## src/hdl/forth_dual_stack_unit_assert.svh

```systemverilog
// Assertion macros used by the stack unit datapath RTL.
`ifndef FORTH_DUAL_STACK_UNIT_ASSERT_SVH
`define FORTH_DUAL_STACK_UNIT_ASSERT_SVH

// Same-cycle implication.
`define FSD_ASSERT_NOW(lbl, ante, cons, msg) \
  lbl: assert property (@(posedge clk_i) disable iff (!rst_ni) (ante) |-> (cons)) \
    else $error(msg);

// Next-cycle implication.
`define FSD_ASSERT_NEXT(lbl, ante, cons, msg) \
  lbl: assert property (@(posedge clk_i) disable iff (!rst_ni) (ante) |=> (cons)) \
    else $error(msg);

`endif

```

## src/hdl/fsd_pkg.sv

```systemverilog
`default_nettype none

package fsd_pkg;

  localparam int unsigned DATA_STACK_DEPTH   = 32;
  localparam int unsigned RETURN_STACK_DEPTH = 32;
  localparam int unsigned VALUE_WIDTH        = 32;

  localparam int unsigned CMD_W   = 5;
  localparam int unsigned ERR_W   = 3;
  localparam int unsigned TAG_W   = 2;
  localparam int unsigned PV_W    = 32;
  localparam int unsigned DEPTH_W = 6;
  localparam int unsigned RDSEL_W = 3;

  localparam logic [CMD_W-1:0] CMD_PUSH      = 5'd0;
  localparam logic [CMD_W-1:0] CMD_CLEAR     = 5'd1;
  localparam logic [CMD_W-1:0] CMD_CLEAR_RS  = 5'd2;
  localparam logic [CMD_W-1:0] CMD_EMPTY     = 5'd3;
  localparam logic [CMD_W-1:0] CMD_DEPTH     = 5'd4;
  localparam logic [CMD_W-1:0] CMD_DUP       = 5'd5;
  localparam logic [CMD_W-1:0] CMD_SWAP      = 5'd6;
  localparam logic [CMD_W-1:0] CMD_SWAP_RS   = 5'd7;
  localparam logic [CMD_W-1:0] CMD_OVER      = 5'd8;
  localparam logic [CMD_W-1:0] CMD_PICK      = 5'd9;
  localparam logic [CMD_W-1:0] CMD_REPLACE   = 5'd10;
  localparam logic [CMD_W-1:0] CMD_TWO_DUP   = 5'd11;
  localparam logic [CMD_W-1:0] CMD_DROP      = 5'd12;
  localparam logic [CMD_W-1:0] CMD_TWO_DROP  = 5'd13;
  localparam logic [CMD_W-1:0] CMD_THREE_DROP= 5'd14;
  localparam logic [CMD_W-1:0] CMD_DROP_RS   = 5'd15;
  localparam logic [CMD_W-1:0] CMD_TWO_DROP_RS = 5'd16;
  localparam logic [CMD_W-1:0] CMD_ROT       = 5'd17;
  localparam logic [CMD_W-1:0] CMD_INV_ROT   = 5'd18;
  localparam logic [CMD_W-1:0] CMD_TO_R      = 5'd19;
  localparam logic [CMD_W-1:0] CMD_TWO_TO_R  = 5'd20;
  localparam logic [CMD_W-1:0] CMD_COPY_TO_R = 5'd21;
  localparam logic [CMD_W-1:0] CMD_FROM_R    = 5'd22;
  localparam logic [CMD_W-1:0] CMD_TWO_FROM_R= 5'd23;
  localparam logic [CMD_W-1:0] CMD_COPY_FROM_R = 5'd24;

  localparam logic [ERR_W-1:0] ERR_OK      = 3'd0;
  localparam logic [ERR_W-1:0] ERR_DUNDER  = 3'd1;
  localparam logic [ERR_W-1:0] ERR_RUNDER  = 3'd2;
  localparam logic [ERR_W-1:0] ERR_NOTINT  = 3'd3;
  localparam logic [ERR_W-1:0] ERR_RANGE   = 3'd4;
  localparam logic [ERR_W-1:0] ERR_NEG     = 3'd5;
  localparam logic [ERR_W-1:0] ERR_DOVER   = 3'd6;
  localparam logic [ERR_W-1:0] ERR_ROVER   = 3'd7;

  localparam logic [TAG_W-1:0] TAG_INT  = 2'd1;
  localparam logic [TAG_W-1:0] TAG_BOOL = 2'd2;

  // Read selects for the stack memories.
  localparam logic [RDSEL_W-1:0] RD_TOP0 = 3'd0;
  localparam logic [RDSEL_W-1:0] RD_TOP1 = 3'd1;
  localparam logic [RDSEL_W-1:0] RD_TOP2 = 3'd2;
  localparam logic [RDSEL_W-1:0] RD_PICK = 3'd3;
  localparam logic [RDSEL_W-1:0] RD_VIEW = 3'd4;

  typedef struct packed {
    logic               load;
    logic [RDSEL_W-1:0] rd_sel;
    logic               cap0;
    logic               cap1;
    logic               cap2;
    logic               exec;
    logic               wr_en;
    logic [1:0]         wr_slot;
    logic               out_load;
  } fsd_ctrl_t;

endpackage

`default_nettype wire

```

## src/hdl/fsd_ram.sv

```systemverilog
`default_nettype none

module fsd_ram #(
  parameter int unsigned Width = 34,
  parameter int unsigned Depth = 32
) (
  input  wire logic                     clk_i,
  input  wire logic                     we_i,
  input  wire logic [$clog2(Depth)-1:0] waddr_i,
  input  wire logic [Width-1:0]         wdata_i,
  input  wire logic [$clog2(Depth)-1:0] raddr_i,
  output logic      [Width-1:0]         rdata_o
);

  logic [Width-1:0] mem [Depth];

  always_ff @(posedge clk_i) begin
    if (we_i) begin
      mem[waddr_i] <= wdata_i;
    end
    rdata_o <= mem[raddr_i];
  end

endmodule

`default_nettype wire

```

## src/hdl/fsd_datapath.sv

```systemverilog
`default_nettype none

`include "forth_dual_stack_unit_assert.svh"

module fsd_datapath #(
  parameter int unsigned DataDepth   = fsd_pkg::DATA_STACK_DEPTH,
  parameter int unsigned ReturnDepth = fsd_pkg::RETURN_STACK_DEPTH,
  parameter int unsigned ValueWidth  = fsd_pkg::VALUE_WIDTH
) (
  input  wire logic                              clk_i,
  input  wire logic                              rst_ni,
  input  wire fsd_pkg::fsd_ctrl_t                ctrl_i,
  input  wire logic        [fsd_pkg::CMD_W-1:0]  cmd_i,
  input  wire logic signed [fsd_pkg::PV_W-1:0]   push_value_i,
  input  wire logic        [fsd_pkg::TAG_W-1:0]  push_tag_i,
  output logic             [fsd_pkg::ERR_W-1:0]  error_code_o,
  output logic signed      [fsd_pkg::PV_W-1:0]   top_value_o,
  output logic             [fsd_pkg::TAG_W-1:0]  top_tag_o,
  output logic             [fsd_pkg::DEPTH_W-1:0] data_depth_o,
  output logic             [fsd_pkg::DEPTH_W-1:0] return_depth_o
);

  localparam int unsigned CW  = $clog2(DataDepth + 1);
  localparam int unsigned RCW = $clog2(ReturnDepth + 1);
  localparam int unsigned AW  = $clog2(DataDepth);
  localparam int unsigned RAW = $clog2(ReturnDepth);
  localparam int unsigned EW  = ValueWidth + fsd_pkg::TAG_W;
  localparam int unsigned XW  = ValueWidth + CW;
  localparam int unsigned PW  = fsd_pkg::PV_W;
  localparam int unsigned DW  = fsd_pkg::DEPTH_W;

  logic [fsd_pkg::CMD_W-1:0] cmd_q;
  logic [EW-1:0]  pcell_q;
  logic [EW-1:0]  d0_q, d1_q, d2_q, r0_q, r1_q;
  logic [CW-1:0]  dcnt_q, dcnt_d;
  logic [RCW-1:0] rcnt_q, rcnt_d;
  logic [fsd_pkg::ERR_W-1:0] err_q, err_d;

  logic [AW-1:0]  dwa_q [3];
  logic [AW-1:0]  dwa_d [3];
  logic [EW-1:0]  dwd_q [3];
  logic [EW-1:0]  dwd_d [3];
  logic [2:0]     dwe_q, dwe_d;
  logic [RAW-1:0] rwa_q [2];
  logic [RAW-1:0] rwa_d [2];
  logic [EW-1:0]  rwd_q [2];
  logic [EW-1:0]  rwd_d [2];
  logic [1:0]     rwe_q, rwe_d;

  logic [AW-1:0]  d_raddr;
  logic [RAW-1:0] r_raddr;
  logic [EW-1:0]  d_rdata, r_rdata;
  logic           d_we, r_we;

  logic [CW-1:0]  dm1, dm2, dm3, dp1, dp2, pick_a, repl_a;
  logic [RCW-1:0] rm1, rm2, rp1, rp2;
  logic [XW-1:0]  ix_ext, dc_ext;
  logic [CW-1:0]  ix_n;
  logic [EW-1:0]  empty_cell, depth_cell;
  logic [ValueWidth+PW-1:0] pv_ext;
  logic [ValueWidth-1:0]    top_v;
  logic [ValueWidth+PW-1:0] top_ext;

  assign dm1 = dcnt_q - CW'(1);
  assign dm2 = dcnt_q - CW'(2);
  assign dm3 = dcnt_q - CW'(3);
  assign dp1 = dcnt_q + CW'(1);
  assign dp2 = dcnt_q + CW'(2);
  assign rm1 = rcnt_q - RCW'(1);
  assign rm2 = rcnt_q - RCW'(2);
  assign rp1 = rcnt_q + RCW'(1);
  assign rp2 = rcnt_q + RCW'(2);

  assign ix_ext = {{CW{1'b0}}, d0_q[EW-1:fsd_pkg::TAG_W]};
  assign ix_n   = ix_ext[CW-1:0];
  assign pick_a = dm2 - ix_n;
  assign repl_a = dm3 - ix_n;
  assign dc_ext = {{ValueWidth{1'b0}}, dcnt_q};

  assign empty_cell = {{(ValueWidth-1){1'b0}}, (dcnt_q == '0), fsd_pkg::TAG_BOOL};
  assign depth_cell = {dc_ext[ValueWidth-1:0], fsd_pkg::TAG_INT};
  assign pv_ext     = {{ValueWidth{push_value_i[PW-1]}}, push_value_i};

  function automatic logic [fsd_pkg::ERR_W-1:0] chk_index(
    input logic [EW-1:0] ix,
    input logic [XW-1:0] ixv,
    input logic [CW-1:0] below
  );
    logic [XW-1:0] b_ext;
    b_ext = {{ValueWidth{1'b0}}, below};
    if (ix[fsd_pkg::TAG_W-1:0] != fsd_pkg::TAG_INT) begin
      return fsd_pkg::ERR_NOTINT;
    end else if (ix[EW-1]) begin
      return fsd_pkg::ERR_NEG;
    end else if (ixv >= b_ext) begin
      return fsd_pkg::ERR_RANGE;
    end
    return fsd_pkg::ERR_OK;
  endfunction

  always_comb begin
    case (ctrl_i.rd_sel)
      fsd_pkg::RD_TOP1: d_raddr = dm2[AW-1:0];
      fsd_pkg::RD_TOP2: d_raddr = dm3[AW-1:0];
      fsd_pkg::RD_PICK: d_raddr = pick_a[AW-1:0];
      default:          d_raddr = dm1[AW-1:0];
    endcase
    case (ctrl_i.rd_sel)
      fsd_pkg::RD_TOP1: r_raddr = rm2[RAW-1:0];
      default:          r_raddr = rm1[RAW-1:0];
    endcase
  end

  assign d_we = ctrl_i.wr_en && dwe_q[ctrl_i.wr_slot];
  assign r_we = ctrl_i.wr_en && (ctrl_i.wr_slot != 2'd2) && rwe_q[ctrl_i.wr_slot[0]];

  fsd_ram #(.Width(EW), .Depth(DataDepth)) u_dram (
    .clk_i   (clk_i),
    .we_i    (d_we),
    .waddr_i (dwa_q[ctrl_i.wr_slot]),
    .wdata_i (dwd_q[ctrl_i.wr_slot]),
    .raddr_i (d_raddr),
    .rdata_o (d_rdata)
  );

  fsd_ram #(.Width(EW), .Depth(ReturnDepth)) u_rram (
    .clk_i   (clk_i),
    .we_i    (r_we),
    .waddr_i (rwa_q[ctrl_i.wr_slot[0]]),
    .wdata_i (rwd_q[ctrl_i.wr_slot[0]]),
    .raddr_i (r_raddr),
    .rdata_o (r_rdata)
  );

  always_comb begin
    logic du1, du2, du3, ru1, ru2, dov1, dov2, rov1, rov2;
    du1  = dcnt_q < CW'(1);
    du2  = dcnt_q < CW'(2);
    du3  = dcnt_q < CW'(3);
    ru1  = rcnt_q < RCW'(1);
    ru2  = rcnt_q < RCW'(2);
    dov1 = dcnt_q > CW'(DataDepth - 1);
    dov2 = dcnt_q > CW'(DataDepth - 2);
    rov1 = rcnt_q > RCW'(ReturnDepth - 1);
    rov2 = rcnt_q > RCW'(ReturnDepth - 2);
    err_d  = fsd_pkg::ERR_OK;
    dcnt_d = dcnt_q;
    rcnt_d = rcnt_q;
    dwe_d  = '0;
    rwe_d  = '0;
    for (int i = 0; i < 3; i++) begin
      dwa_d[i] = dcnt_q[AW-1:0];
      dwd_d[i] = d0_q;
    end
    for (int i = 0; i < 2; i++) begin
      rwa_d[i] = rcnt_q[RAW-1:0];
      rwd_d[i] = d0_q;
    end
    case (cmd_q)
      fsd_pkg::CMD_PUSH, fsd_pkg::CMD_EMPTY, fsd_pkg::CMD_DEPTH: begin
        if (dov1) begin
          err_d = fsd_pkg::ERR_DOVER;
        end else begin
          dwe_d[0] = 1'b1;
          dwd_d[0] = (cmd_q == fsd_pkg::CMD_PUSH)  ? pcell_q :
                     (cmd_q == fsd_pkg::CMD_EMPTY) ? empty_cell : depth_cell;
          dcnt_d = dp1;
        end
      end
      fsd_pkg::CMD_CLEAR:    dcnt_d = '0;
      fsd_pkg::CMD_CLEAR_RS: rcnt_d = '0;
      fsd_pkg::CMD_DUP, fsd_pkg::CMD_OVER: begin
        if ((cmd_q == fsd_pkg::CMD_DUP) ? du1 : du2) begin
          err_d = fsd_pkg::ERR_DUNDER;
        end else if (dov1) begin
          err_d = fsd_pkg::ERR_DOVER;
        end else begin
          dwe_d[0] = 1'b1;
          dwd_d[0] = (cmd_q == fsd_pkg::CMD_DUP) ? d0_q : d1_q;
          dcnt_d = dp1;
        end
      end
      fsd_pkg::CMD_SWAP: begin
        if (du2) begin
          err_d = fsd_pkg::ERR_DUNDER;
        end else begin
          dwe_d[1:0] = 2'b11;
          dwa_d[0] = dm1[AW-1:0];
          dwd_d[0] = d1_q;
          dwa_d[1] = dm2[AW-1:0];
          dwd_d[1] = d0_q;
        end
      end
      fsd_pkg::CMD_SWAP_RS: begin
        if (ru2) begin
          err_d = fsd_pkg::ERR_RUNDER;
        end else begin
          rwe_d = 2'b11;
          rwa_d[0] = rm1[RAW-1:0];
          rwd_d[0] = r1_q;
          rwa_d[1] = rm2[RAW-1:0];
          rwd_d[1] = r0_q;
        end
      end
      fsd_pkg::CMD_PICK: begin
        if (du1) begin
          err_d = fsd_pkg::ERR_DUNDER;
        end else begin
          err_d = chk_index(d0_q, ix_ext, dm1);
          if (err_d == fsd_pkg::ERR_OK) begin
            dwe_d[0] = 1'b1;
            dwa_d[0] = dm1[AW-1:0];
            dwd_d[0] = d_rdata;
          end
        end
      end
      fsd_pkg::CMD_REPLACE: begin
        if (du2) begin
          err_d = fsd_pkg::ERR_DUNDER;
        end else begin
          err_d = chk_index(d0_q, ix_ext, dm2);
          if (err_d == fsd_pkg::ERR_OK) begin
            dwe_d[0] = 1'b1;
            dwa_d[0] = repl_a[AW-1:0];
            dwd_d[0] = d1_q;
            dcnt_d = dm2;
          end
        end
      end
      fsd_pkg::CMD_TWO_DUP: begin
        if (du2) begin
          err_d = fsd_pkg::ERR_DUNDER;
        end else if (dov2) begin
          err_d = fsd_pkg::ERR_DOVER;
        end else begin
          dwe_d[1:0] = 2'b11;
          dwd_d[0] = d1_q;
          dwa_d[1] = dp1[AW-1:0];
          dwd_d[1] = d0_q;
          dcnt_d = dp2;
        end
      end
      fsd_pkg::CMD_DROP: begin
        if (du1) err_d = fsd_pkg::ERR_DUNDER;
        else dcnt_d = dm1;
      end
      fsd_pkg::CMD_TWO_DROP: begin
        if (du2) err_d = fsd_pkg::ERR_DUNDER;
        else dcnt_d = dm2;
      end
      fsd_pkg::CMD_THREE_DROP: begin
        if (du3) err_d = fsd_pkg::ERR_DUNDER;
        else dcnt_d = dm3;
      end
      fsd_pkg::CMD_DROP_RS: begin
        if (ru1) err_d = fsd_pkg::ERR_RUNDER;
        else rcnt_d = rm1;
      end
      fsd_pkg::CMD_TWO_DROP_RS: begin
        if (ru2) err_d = fsd_pkg::ERR_RUNDER;
        else rcnt_d = rm2;
      end
      fsd_pkg::CMD_ROT, fsd_pkg::CMD_INV_ROT: begin
        if (du3) begin
          err_d = fsd_pkg::ERR_DUNDER;
        end else begin
          dwe_d = 3'b111;
          dwa_d[0] = dm3[AW-1:0];
          dwa_d[1] = dm2[AW-1:0];
          dwa_d[2] = dm1[AW-1:0];
          if (cmd_q == fsd_pkg::CMD_ROT) begin
            dwd_d[0] = d1_q;
            dwd_d[1] = d0_q;
            dwd_d[2] = d2_q;
          end else begin
            dwd_d[0] = d0_q;
            dwd_d[1] = d2_q;
            dwd_d[2] = d1_q;
          end
        end
      end
      fsd_pkg::CMD_TO_R, fsd_pkg::CMD_COPY_TO_R: begin
        if (du1) begin
          err_d = fsd_pkg::ERR_DUNDER;
        end else if (rov1) begin
          err_d = fsd_pkg::ERR_ROVER;
        end else begin
          rwe_d[0] = 1'b1;
          rcnt_d = rp1;
          if (cmd_q == fsd_pkg::CMD_TO_R) dcnt_d = dm1;
        end
      end
      fsd_pkg::CMD_TWO_TO_R: begin
        if (du2) begin
          err_d = fsd_pkg::ERR_DUNDER;
        end else if (rov2) begin
          err_d = fsd_pkg::ERR_ROVER;
        end else begin
          rwe_d = 2'b11;
          rwa_d[1] = rp1[RAW-1:0];
          rwd_d[1] = d1_q;
          rcnt_d = rp2;
          dcnt_d = dm2;
        end
      end
      fsd_pkg::CMD_FROM_R, fsd_pkg::CMD_COPY_FROM_R: begin
        if (ru1) begin
          err_d = fsd_pkg::ERR_RUNDER;
        end else if (dov1) begin
          err_d = fsd_pkg::ERR_DOVER;
        end else begin
          dwe_d[0] = 1'b1;
          dwd_d[0] = r0_q;
          dcnt_d = dp1;
          if (cmd_q == fsd_pkg::CMD_FROM_R) rcnt_d = rm1;
        end
      end
      fsd_pkg::CMD_TWO_FROM_R: begin
        if (ru2) begin
          err_d = fsd_pkg::ERR_RUNDER;
        end else if (dov2) begin
          err_d = fsd_pkg::ERR_DOVER;
        end else begin
          dwe_d[1:0] = 2'b11;
          dwd_d[0] = r0_q;
          dwa_d[1] = dp1[AW-1:0];
          dwd_d[1] = r1_q;
          dcnt_d = dp2;
          rcnt_d = rm2;
        end
      end
      default: ;
    endcase
  end

  always_ff @(posedge clk_i or negedge rst_ni) begin
    if (!rst_ni) begin
      dcnt_q <= '0;
      rcnt_q <= '0;
      dwe_q  <= '0;
      rwe_q  <= '0;
    end else if (ctrl_i.exec) begin
      dcnt_q <= dcnt_d;
      rcnt_q <= rcnt_d;
      dwe_q  <= dwe_d;
      rwe_q  <= rwe_d;
    end
  end

  always_ff @(posedge clk_i) begin
    if (ctrl_i.load) begin
      cmd_q   <= cmd_i;
      pcell_q <= {pv_ext[ValueWidth-1:0], push_tag_i};
    end
    if (ctrl_i.cap0) begin
      d0_q <= d_rdata;
      r0_q <= r_rdata;
    end
    if (ctrl_i.cap1) begin
      d1_q <= d_rdata;
      r1_q <= r_rdata;
    end
    if (ctrl_i.cap2) begin
      d2_q <= d_rdata;
    end
    if (ctrl_i.exec) begin
      err_q <= err_d;
      dwa_q <= dwa_d;
      dwd_q <= dwd_d;
      rwa_q <= rwa_d;
      rwd_q <= rwd_d;
    end
  end

  assign top_v   = d_rdata[EW-1:fsd_pkg::TAG_W];
  assign top_ext = {{PW{top_v[ValueWidth-1]}}, top_v};

  always_ff @(posedge clk_i) begin
    if (ctrl_i.out_load) begin
      error_code_o   <= err_q;
      top_value_o    <= (dcnt_q != '0) ? top_ext[PW-1:0] : '0;
      top_tag_o      <= (dcnt_q != '0) ? d_rdata[fsd_pkg::TAG_W-1:0] : '0;
      data_depth_o   <= DW'(dcnt_q);
      return_depth_o <= DW'(rcnt_q);
    end
  end

  `FSD_ASSERT_NOW(a_dcnt_max, 1'b1, dcnt_q <= CW'(DataDepth), "data count above depth")
  `FSD_ASSERT_NOW(a_rcnt_max, 1'b1, rcnt_q <= RCW'(ReturnDepth), "return count above depth")
  `FSD_ASSERT_NEXT(a_err_keep, ctrl_i.exec && (err_d != fsd_pkg::ERR_OK), (dcnt_q == $past(dcnt_q)) && (rcnt_q == $past(rcnt_q)) && (dwe_q == 3'b000) && (rwe_q == 2'b00), "error changed stacks")

endmodule

`default_nettype wire

```

## src/hdl/fsd_ctrl.sv

```systemverilog
`default_nettype none

module fsd_ctrl (
  input  wire logic         clk_i,
  input  wire logic         rst_ni,
  input  wire logic         in_valid_i,
  output logic              in_stall_o,
  output logic              out_valid_o,
  input  wire logic         out_stall_i,
  output fsd_pkg::fsd_ctrl_t ctrl_o
);

  localparam logic [3:0] S_IDLE = 4'd0;
  localparam logic [3:0] S_RD0  = 4'd1;
  localparam logic [3:0] S_RD1  = 4'd2;
  localparam logic [3:0] S_RD2  = 4'd3;
  localparam logic [3:0] S_RD3  = 4'd4;
  localparam logic [3:0] S_EXEC = 4'd5;
  localparam logic [3:0] S_WR0  = 4'd6;
  localparam logic [3:0] S_WR1  = 4'd7;
  localparam logic [3:0] S_WR2  = 4'd8;
  localparam logic [3:0] S_TRD  = 4'd9;
  localparam logic [3:0] S_TCAP = 4'd10;
  localparam logic [3:0] S_OUT  = 4'd11;

  logic [3:0] state_q, state_d;

  assign in_stall_o  = (state_q != S_IDLE);
  assign out_valid_o = (state_q == S_OUT);

  always_comb begin
    ctrl_o  = '0;
    ctrl_o.rd_sel = fsd_pkg::RD_TOP0;
    state_d = state_q;
    case (state_q)
      S_IDLE: begin
        ctrl_o.load = in_valid_i;
        if (in_valid_i) state_d = S_RD0;
      end
      S_RD0: state_d = S_RD1;
      S_RD1: begin
        ctrl_o.rd_sel = fsd_pkg::RD_TOP1;
        ctrl_o.cap0   = 1'b1;
        state_d = S_RD2;
      end
      S_RD2: begin
        ctrl_o.rd_sel = fsd_pkg::RD_TOP2;
        ctrl_o.cap1   = 1'b1;
        state_d = S_RD3;
      end
      S_RD3: begin
        ctrl_o.rd_sel = fsd_pkg::RD_PICK;
        ctrl_o.cap2   = 1'b1;
        state_d = S_EXEC;
      end
      S_EXEC: begin
        ctrl_o.exec = 1'b1;
        state_d = S_WR0;
      end
      S_WR0: begin
        ctrl_o.wr_en   = 1'b1;
        ctrl_o.wr_slot = 2'd0;
        state_d = S_WR1;
      end
      S_WR1: begin
        ctrl_o.wr_en   = 1'b1;
        ctrl_o.wr_slot = 2'd1;
        state_d = S_WR2;
      end
      S_WR2: begin
        ctrl_o.wr_en   = 1'b1;
        ctrl_o.wr_slot = 2'd2;
        state_d = S_TRD;
      end
      S_TRD: begin
        ctrl_o.rd_sel = fsd_pkg::RD_VIEW;
        state_d = S_TCAP;
      end
      S_TCAP: begin
        ctrl_o.out_load = 1'b1;
        state_d = S_OUT;
      end
      S_OUT: begin
        if (!out_stall_i) state_d = S_IDLE;
      end
      default: state_d = S_IDLE;
    endcase
  end

  always_ff @(posedge clk_i or negedge rst_ni) begin
    if (!rst_ni) begin
      state_q <= S_IDLE;
    end else begin
      state_q <= state_d;
    end
  end

endmodule

`default_nettype wire

```

## src/hdl/forth_dual_stack_unit.sv

```systemverilog
// Channel   Handshake                 Payload
// input     in_valid_i / in_stall_o   cmd_i, push_value_i, push_tag_i
// output    out_valid_o / out_stall_i error_code_o, top_value_o, top_tag_o,
//                                     data_depth_o, return_depth_o
// One transaction at a time: after acceptance the unit steps through three operand
// reads, one indexed read, one execute step, three write slots and one read of the
// new top before the result shows, and the next input is taken only once the result
// is accepted. The steps are serial since each stack memory has a single read port.
// Input stall stays high until the result transaction completes.
// Reset clears both stack depths; stack memories are not cleared.
`default_nettype none

module forth_dual_stack_unit #(
  parameter int unsigned DataStackDepth   = fsd_pkg::DATA_STACK_DEPTH,
  parameter int unsigned ReturnStackDepth = fsd_pkg::RETURN_STACK_DEPTH,
  parameter int unsigned ValueWidth       = fsd_pkg::VALUE_WIDTH
) (
  input  wire logic                               clk_i,
  input  wire logic                               rst_ni,
  input  wire logic                               in_valid_i,
  output logic                                    in_stall_o,
  input  wire logic        [fsd_pkg::CMD_W-1:0]   cmd_i,
  input  wire logic signed [fsd_pkg::PV_W-1:0]    push_value_i,
  input  wire logic        [fsd_pkg::TAG_W-1:0]   push_tag_i,
  output logic                                    out_valid_o,
  input  wire logic                               out_stall_i,
  output logic             [fsd_pkg::ERR_W-1:0]   error_code_o,
  output logic signed      [fsd_pkg::PV_W-1:0]    top_value_o,
  output logic             [fsd_pkg::TAG_W-1:0]   top_tag_o,
  output logic             [fsd_pkg::DEPTH_W-1:0] data_depth_o,
  output logic             [fsd_pkg::DEPTH_W-1:0] return_depth_o
);

  fsd_pkg::fsd_ctrl_t ctrl;

  fsd_ctrl u_ctrl (
    .clk_i       (clk_i),
    .rst_ni      (rst_ni),
    .in_valid_i  (in_valid_i),
    .in_stall_o  (in_stall_o),
    .out_valid_o (out_valid_o),
    .out_stall_i (out_stall_i),
    .ctrl_o      (ctrl)
  );

  fsd_datapath #(
    .DataDepth   (DataStackDepth),
    .ReturnDepth (ReturnStackDepth),
    .ValueWidth  (ValueWidth)
  ) u_dp (
    .clk_i          (clk_i),
    .rst_ni         (rst_ni),
    .ctrl_i         (ctrl),
    .cmd_i          (cmd_i),
    .push_value_i   (push_value_i),
    .push_tag_i     (push_tag_i),
    .error_code_o   (error_code_o),
    .top_value_o    (top_value_o),
    .top_tag_o      (top_tag_o),
    .data_depth_o   (data_depth_o),
    .return_depth_o (return_depth_o)
  );

endmodule

`default_nettype wire

```

## config.mk

```make
export PLATFORM = sky130hd
export DESIGN_NAME = forth_dual_stack_unit
export DESIGN_NICKNAME = d
export VERILOG_FILES = /design/src/hdl/fsd_pkg.sv /design/src/hdl/fsd_ram.sv /design/src/hdl/fsd_datapath.sv /design/src/hdl/fsd_ctrl.sv /design/src/hdl/forth_dual_stack_unit.sv
export VERILOG_INCLUDE_DIRS = /design/src /design/src/hdl
export SDC_FILE = /design/constraint.sdc
export NUM_CORES = 2
export LEC_CHECK = 0
export BUFFER_PORTS_ARGS = -buffer_cell sky130_fd_sc_hd__buf_2
export CORE_MARGIN = 2
export CORE_UTILIZATION = 50
export CTS_CLUSTER_SIZE = 16
export DETAILED_ROUTE_END_ITERATION = 10
export PLACE_DENSITY = 0.66
export SYNTH_ARGS = -nofsm -noshare
export SYNTH_HDL_FRONTEND = slang
export SYNTH_SLANG_ARGS = --single-unit
```

## constraint.sdc

```tcl
create_clock -name clk_i -period 8.41 [get_ports clk_i]
set_clock_uncertainty 0.15 [all_clocks]
set_input_delay 2.523 -clock clk_i [delete_from_list [all_inputs] [get_ports clk_i]]
set_output_delay 2.523 -clock clk_i [all_outputs]
set_load 0.01 [all_outputs]
```

=== Word level (Yosys, flattened, before mapping) ===
Memory sizes are Yosys's and may differ from the RTL's. A register that Yosys moved wholly into a read port is not among the register bits.
Cells that the tools add are included.

* Register bits: 477
* Bits in latches: 0
* RAM bits: 2,176
* ROM bits: 0
* Input bits: 43
* Output and inout port bits: 51
* Logic and storage cells: 311
* Memories kept: 2

* $add $sub $neg: 11
* Multipliers: 0
* Div/mod/pow operators: 0
* $lt $le $gt $ge: 15
* Equal/unequal tests: 61
* Shift-type cells: 0
* Mux-type cells: 169
* Bitwise operators: 2
* Reductions and logical operators: 23

{| class="wikitable"
|+ Memories
! name !! depth !! width !! read ports !! clocked after Yosys merged registers in !! wr ports !! RTL line !! source
|-
| u_dp.u_dram.mem || 32 || 34 || 1 || 1 || 1 || fsd_ram.sv:15 || <nowiki>logic [Width-1:0] mem [Depth];</nowiki>
|-
| u_dp.u_rram.mem || 32 || 34 || 1 || 1 || 1 || fsd_ram.sv:15 ||
|}

{| class="wikitable"
|+ Operators with widths
! cell !! number
|-
| $mux 34 || 20
|-
| $mux 68 || 6
|-
| $pmux 34 s9 || 1
|-
| $mux 102 || 2
|-
| $mux 6 || 27
|-
| $pmux 34 s4 || 1
|-
| $mux 5 || 17
|-
| $mux 3 || 25
|-
| $pmux 6 s12 || 1
|-
| $bmux 34 s2 || 1
|-
| $pmux 34 s2 || 1
|-
| $ge 32x6->1 || 2
|-
| $pmux 4 s12 || 1
|-
| $eq 5x5->1 const B || 9
|-
| $pmux 3 s14 || 1
|-
| $pmux 6 s7 || 1
|-
| $eq 5x4->1 const B || 8
|-
| $pmux 5 s4 || 2
|-
| $ne 2x2->1 const B || 19
|-
| $mux 1 || 37
|-
| $gt 6x5->1 const B || 4
|-
| $eq 5x3->1 const B || 4
|-
| $mux 10 || 2
|-
| $lt 6x2->1 const B || 3
|-
| other kinds (49) || 86
|}

=== Longest topological paths before layout ===
* Word-level depth: 14
* Depth in mapped cells: 18
* Gate-level depth less buffers: 14

=== By module ===
A second synthesis with hierarchy kept.

* Cell total of the unflattened synthesis: 6,822
* Area, all modules: 109,687.7 um^2

{| class="wikitable"
|+ Modules (own cells, without submodules)
! module !! times used !! cells an instance !! area an instance (um^2) !! seq. area each (um^2)
|-
| fsd_ram (u_dp.u_rram) || 1 || 2,399 || 43,107.6 || 33,352.0
|-
| fsd_ram (u_dp.u_dram) || 1 || 2,399 || 43,106.3 || 33,352.0
|-
| fsd_datapath || 1 || 1,980 || 23,103.4 || 14,118.5
|-
| fsd_ctrl || 1 || 44 || 370.4 || 100.1
|}

=== Worst setup path before layout ===
No wires, ideal clock.

* Path kind: register to register
* Start: register u_ctrl.state_q[3]
* End: register u_dp.dcnt_q[3]
* Library setup time: 0.137 ns
* Arrival: 6.729 ns
* Data required time: 8.123 ns
* Setup slack: 1.394 ns
* Stages on the path, launching flop included: 11
* Buffers on the path: 2
* Period minus slack after synthesis: 7.016 ns
* Path through: dfrtp_1 > buf_6 > and2b_1 > nand3_1 > inv_1 > o21ai_0 > a2111o_1 > or4_1 > buf_2 > a2111oi_4 > a221oi_1

* Longest elaborated chain between the ends: 3

{| class="wikitable"
|+ RTL lines
! item !! RTL line !! source
|-
| from (decl) || fsd_ctrl.sv:26 || <nowiki>logic [3:0] state_q, state_d;</nowiki>
|-
| from (signal assigned) || fsd_ctrl.sv:94 || <nowiki>state_q <= state_d;</nowiki>
|-
| $eq 4x3->1 || fsd_ctrl.sv:35 || <nowiki>case (state_q)</nowiki>
|-
| $mux 1 || fsd_ctrl.sv:35 ||
|-
| $reduce_and 16->1 (no source line) || n/a ||
|-
| to (signal assigned) || fsd_datapath.sv:343 || <nowiki>dcnt_q <= dcnt_d;</nowiki>
|-
| to (decl) || fsd_datapath.sv:35 || <nowiki>logic [CW-1:0] dcnt_q, dcnt_d;</nowiki>
|}

Every way passes these cells.
A chain may end at the register's enable or synchronous reset.

==> results.md <==
* Kind of critical path: reg2reg
* Share of post-route cells with drive strength above 1 at 14.9%
* First-pass GRT wire length at 462,000 um
* Avg WL per Cell at 30.9 um
* Total global routing overflow at 0
* Fin crit period at 5.63 ns
* IO Port Bufs at 93
* Initial antenna violation count at 11
* Yosys cell types at 89
* Total GRT Usage at 28.2%
* Post-route cell area at 125,000 um^2
* Die X at 475 um
* Antenna-violating nets left at 0
* Post-DP HPWL at 173,000 um
* I/O pins at 94
* CTS resizes at 0
* Worst-Margin Slew at 1.45 ns
* Via/cell ratio at 6.55
* Number of global-route vias before repair at 65,500
* Initial DRT Pass Iterations at 8
* Starting DRT DRC Count at 9,981
* Ys flop type: edfxtp_1
* Slowest stage delay, CP at 0.96 ns
* Top-area cell type share of the netlist area at 71.2%
* Max-slew violations at 0
* Core area at 220,000 um^2
* Routability Congestion at 0.923
* Outcome: finished clean
* Crit path top cell by count: ha_1
* Post-CTS setup buffers at 0
* Critical Path Slowest Stage Cell: a2111oi_0
* Achievable frequency at 178 MHz
* Die Span Y at 475 um
* # H-tree levels at 5
* Most frequent cells in the layout: edfxtp_1 (2,632), nand2_1 (1,015), a211oi_1 (559), inv_1 (309), clkbuf_16 (301)
* Mapped Area at 111,000 um^2
* Largest net degree at the start of global routing at 209
* Unrepaired setup endpoints after global routing: no
* CTS tree: done
* Power Dens Cells at 425 nW/um^2
* Max transition margin at 3.24%
* Post-synth ARST share at 0.772%
* YS warnings at 0
* Dpl cell area at 115,000 um^2
* Main area contributors after synthesis: edfxtp_1 (71%), mux4_2 (5.5%), a211oi_1 (3.8%), nand2_1 (3.4%), a21oi_1 (1.3%)
* Die area at 226,000 um^2
* Total power draw at 53,000 uW
* Area grow syn2layout at 12.3%
* Hold Path Class: reg2reg
* Sequential area share after synthesis at 72.9%
* Deepest clock path buffer count at 4
* Critical Path RT at 9.01 ns
* Commonest non-fill, non-tap cell in the layout: edfxtp_1
* Root Driver: clkbuf_16
* CP Cell Sequence: clkinv_1 > ha_1 > xnor2_1 > ha_1 > a211oi_1 > o21ai_0 > a2111oi_0 > and4_1 > buf_4 > a2111o_1 > a221oi_1 > nor2_1
* Leakage at 0.0412 uW
* Worst setup SP type: flip-flop
* Avg Cell Area, Syn at 15.3 um^2
* Hold Fails Final Rpt at 0
* Clock sink total at 2,721
* Period utilization at 67.0%
* FP Rows at 172
* WP data arrival at 6.24 ns
* Drt drc at 0
* NumNets Final at 7,384
* CP Capture Type: flip-flop
* Synthesized flop and latch total at 2,721
* Net count after synthesis at 7,339
* Final setup violation count at 0
* CTS Buf Count at 295
* Post-Route Utilization at 56.6%
* Total Wirelength at 324,000 um
* Setup TNS at 0 ns
* Via count at 68,600
* Hold buffers post-CTS at 0
* Syn Inst Count at 7,260
* CTS clk-pin slew, worst paths at 0.06 ns
* Initial Util at 50.4%
* Post-synth EDFFs at 2,632
* Clock insertion delay at the later pin of the skew report at 0.95 ns
* Max cap viols at 0
* Critical-path maximum fanout at 31
* Peak supply drop at 837 uV
* Post-synth top area cell: edfxtp_1
path summary, 6_finish.rpt:
| path | slack (ns) | startpoint | endpoint | cells past startpoint |
|---|---|---|---|---|
| max | 2.78 | u_dp.dcnt_q[0] | u_dp.dwd_q[101] | 12 |
| min | 0.27 | u_dp.u_rram.rdata_o[7] | u_dp.r1_q[7] | 0 |
| max reg2reg | 2.78 | u_dp.dcnt_q[0] | u_dp.dwd_q[101] | 12 |
| min reg2reg | 0.27 | u_dp.u_rram.rdata_o[7] | u_dp.r1_q[7] | 0 |
| max in group asynchronous | 6.12 | rst_ni | u_dp.dcnt_q[4] | 1 |
| min in group asynchronous | 1.48 | rst_ni | u_dp.rcnt_q[1] | 1 |
sequential cells by signal, indices dropped and copies added (netlist names), 4 cells and up:
signal and count:
u_dp.rwa_q 10, u_dp.d2_q 34, u_dp.d0_q 34, u_dp.u_rram.rdata_o 34, u_dp.dwd_q 102, u_dp.rwd_q 68
u_dp.u_dram.rdata_o 34, u_dp.dwa_q 15, u_dp.dcnt_q 6, u_dp.r0_q 34, u_dp.pcell_q 34, u_dp.return_depth_o 6
u_dp.data_depth_o 6, u_dp.u_dram.mem 1088, u_dp.cmd_q 5, u_dp.rcnt_q 6, u_dp.r1_q 34, u_dp.u_rram.mem 1088
u_ctrl.state_q 4, u_dp.d1_q 34, u_dp.top_value_o 32
cell usage after synthesis (37+ instances only):
| cell type | count |
|---|---|
| clkbuf_1 | 366 |
| nand2_1 | 1016 |
| mux2i_1 | 117 |
| a32oi_1 | 38 |
| a31oi_1 | 43 |
| and3_1 | 49 |
| o2111ai_1 | 142 |
| a22oi_1 | 179 |
| inv_1 | 310 |
| buf_2 | 111 |
| mux4_2 | 273 |
| dfxtp_1 | 68 |
| o21ai_0 | 140 |
| edfxtp_1 | 2632 |
| buf_1 | 37 |
| nor2_1 | 163 |
| a211oi_1 | 559 |
| a21oi_1 | 299 |
| nand4_1 | 41 |
| nand3_1 | 162 |
| a221oi_1 | 77 |
per-stage QoR:
stage,std cells,hold WS (ns),setup slack (ns)
floorplan,7260,0.250,1.39
global placement,9966,0.261,2.91
detailed placement,9966,0.263,2.79
CTS,10500,0.267,2.81
global route,10500,0.281,2.38
finish,10500,0.269,2.78
power by group:
part	internal [uW]	switching (uW)	total (uW)
sequential	17100	1080	18200
combinational	7230	15100	22400
clock	7310	5130	12400
routing by layer:
layer / share of wire, % / track usage (%) / vias to the layer above
li1: - / - / 28700
met1: 38 / 39.0 / 34700
met2: 47 / 43.8 / 4454
met3: 10 / 5.37 / 805
met4: 4.8 / 12.8 / 6
met5: 0.013 / 0 / -
final cells by class:
class	count	area, um^2
fillers	16900	95500
flip-flops and latches	2721	80900
multi-input cells	3698	27600
clock buffers	392	8110
well taps	2958	3700
repair buffers	277	2070
inverters	312	1180
clock inverters	120	1050
diodes	6	15.0
cell families after synthesis:
kind of cell / synth area share [%]
XOR/XNOR: 0.221
adder cells (fa/ha/maj): 0.419
AO/OA/AOI/OAI: 10.7
buffers and inverters: 3.02
AND/OR/NAND/NOR: 6.15
flip-flops: 72.9
multiplexers: 6.62
worst max-delay path: cells and delay by family (launching register included):
kind	cells	cell delay, ns
AOI/OAI and AO/OA	5	1.60
buffers and inverters	2	1.00
adders and majority gates	2	0.85
DFF	1	0.78
xor gates and xnor gates	1	0.67
and+or+nand+nor	2	0.44
(Power assumes the default switching activity.)
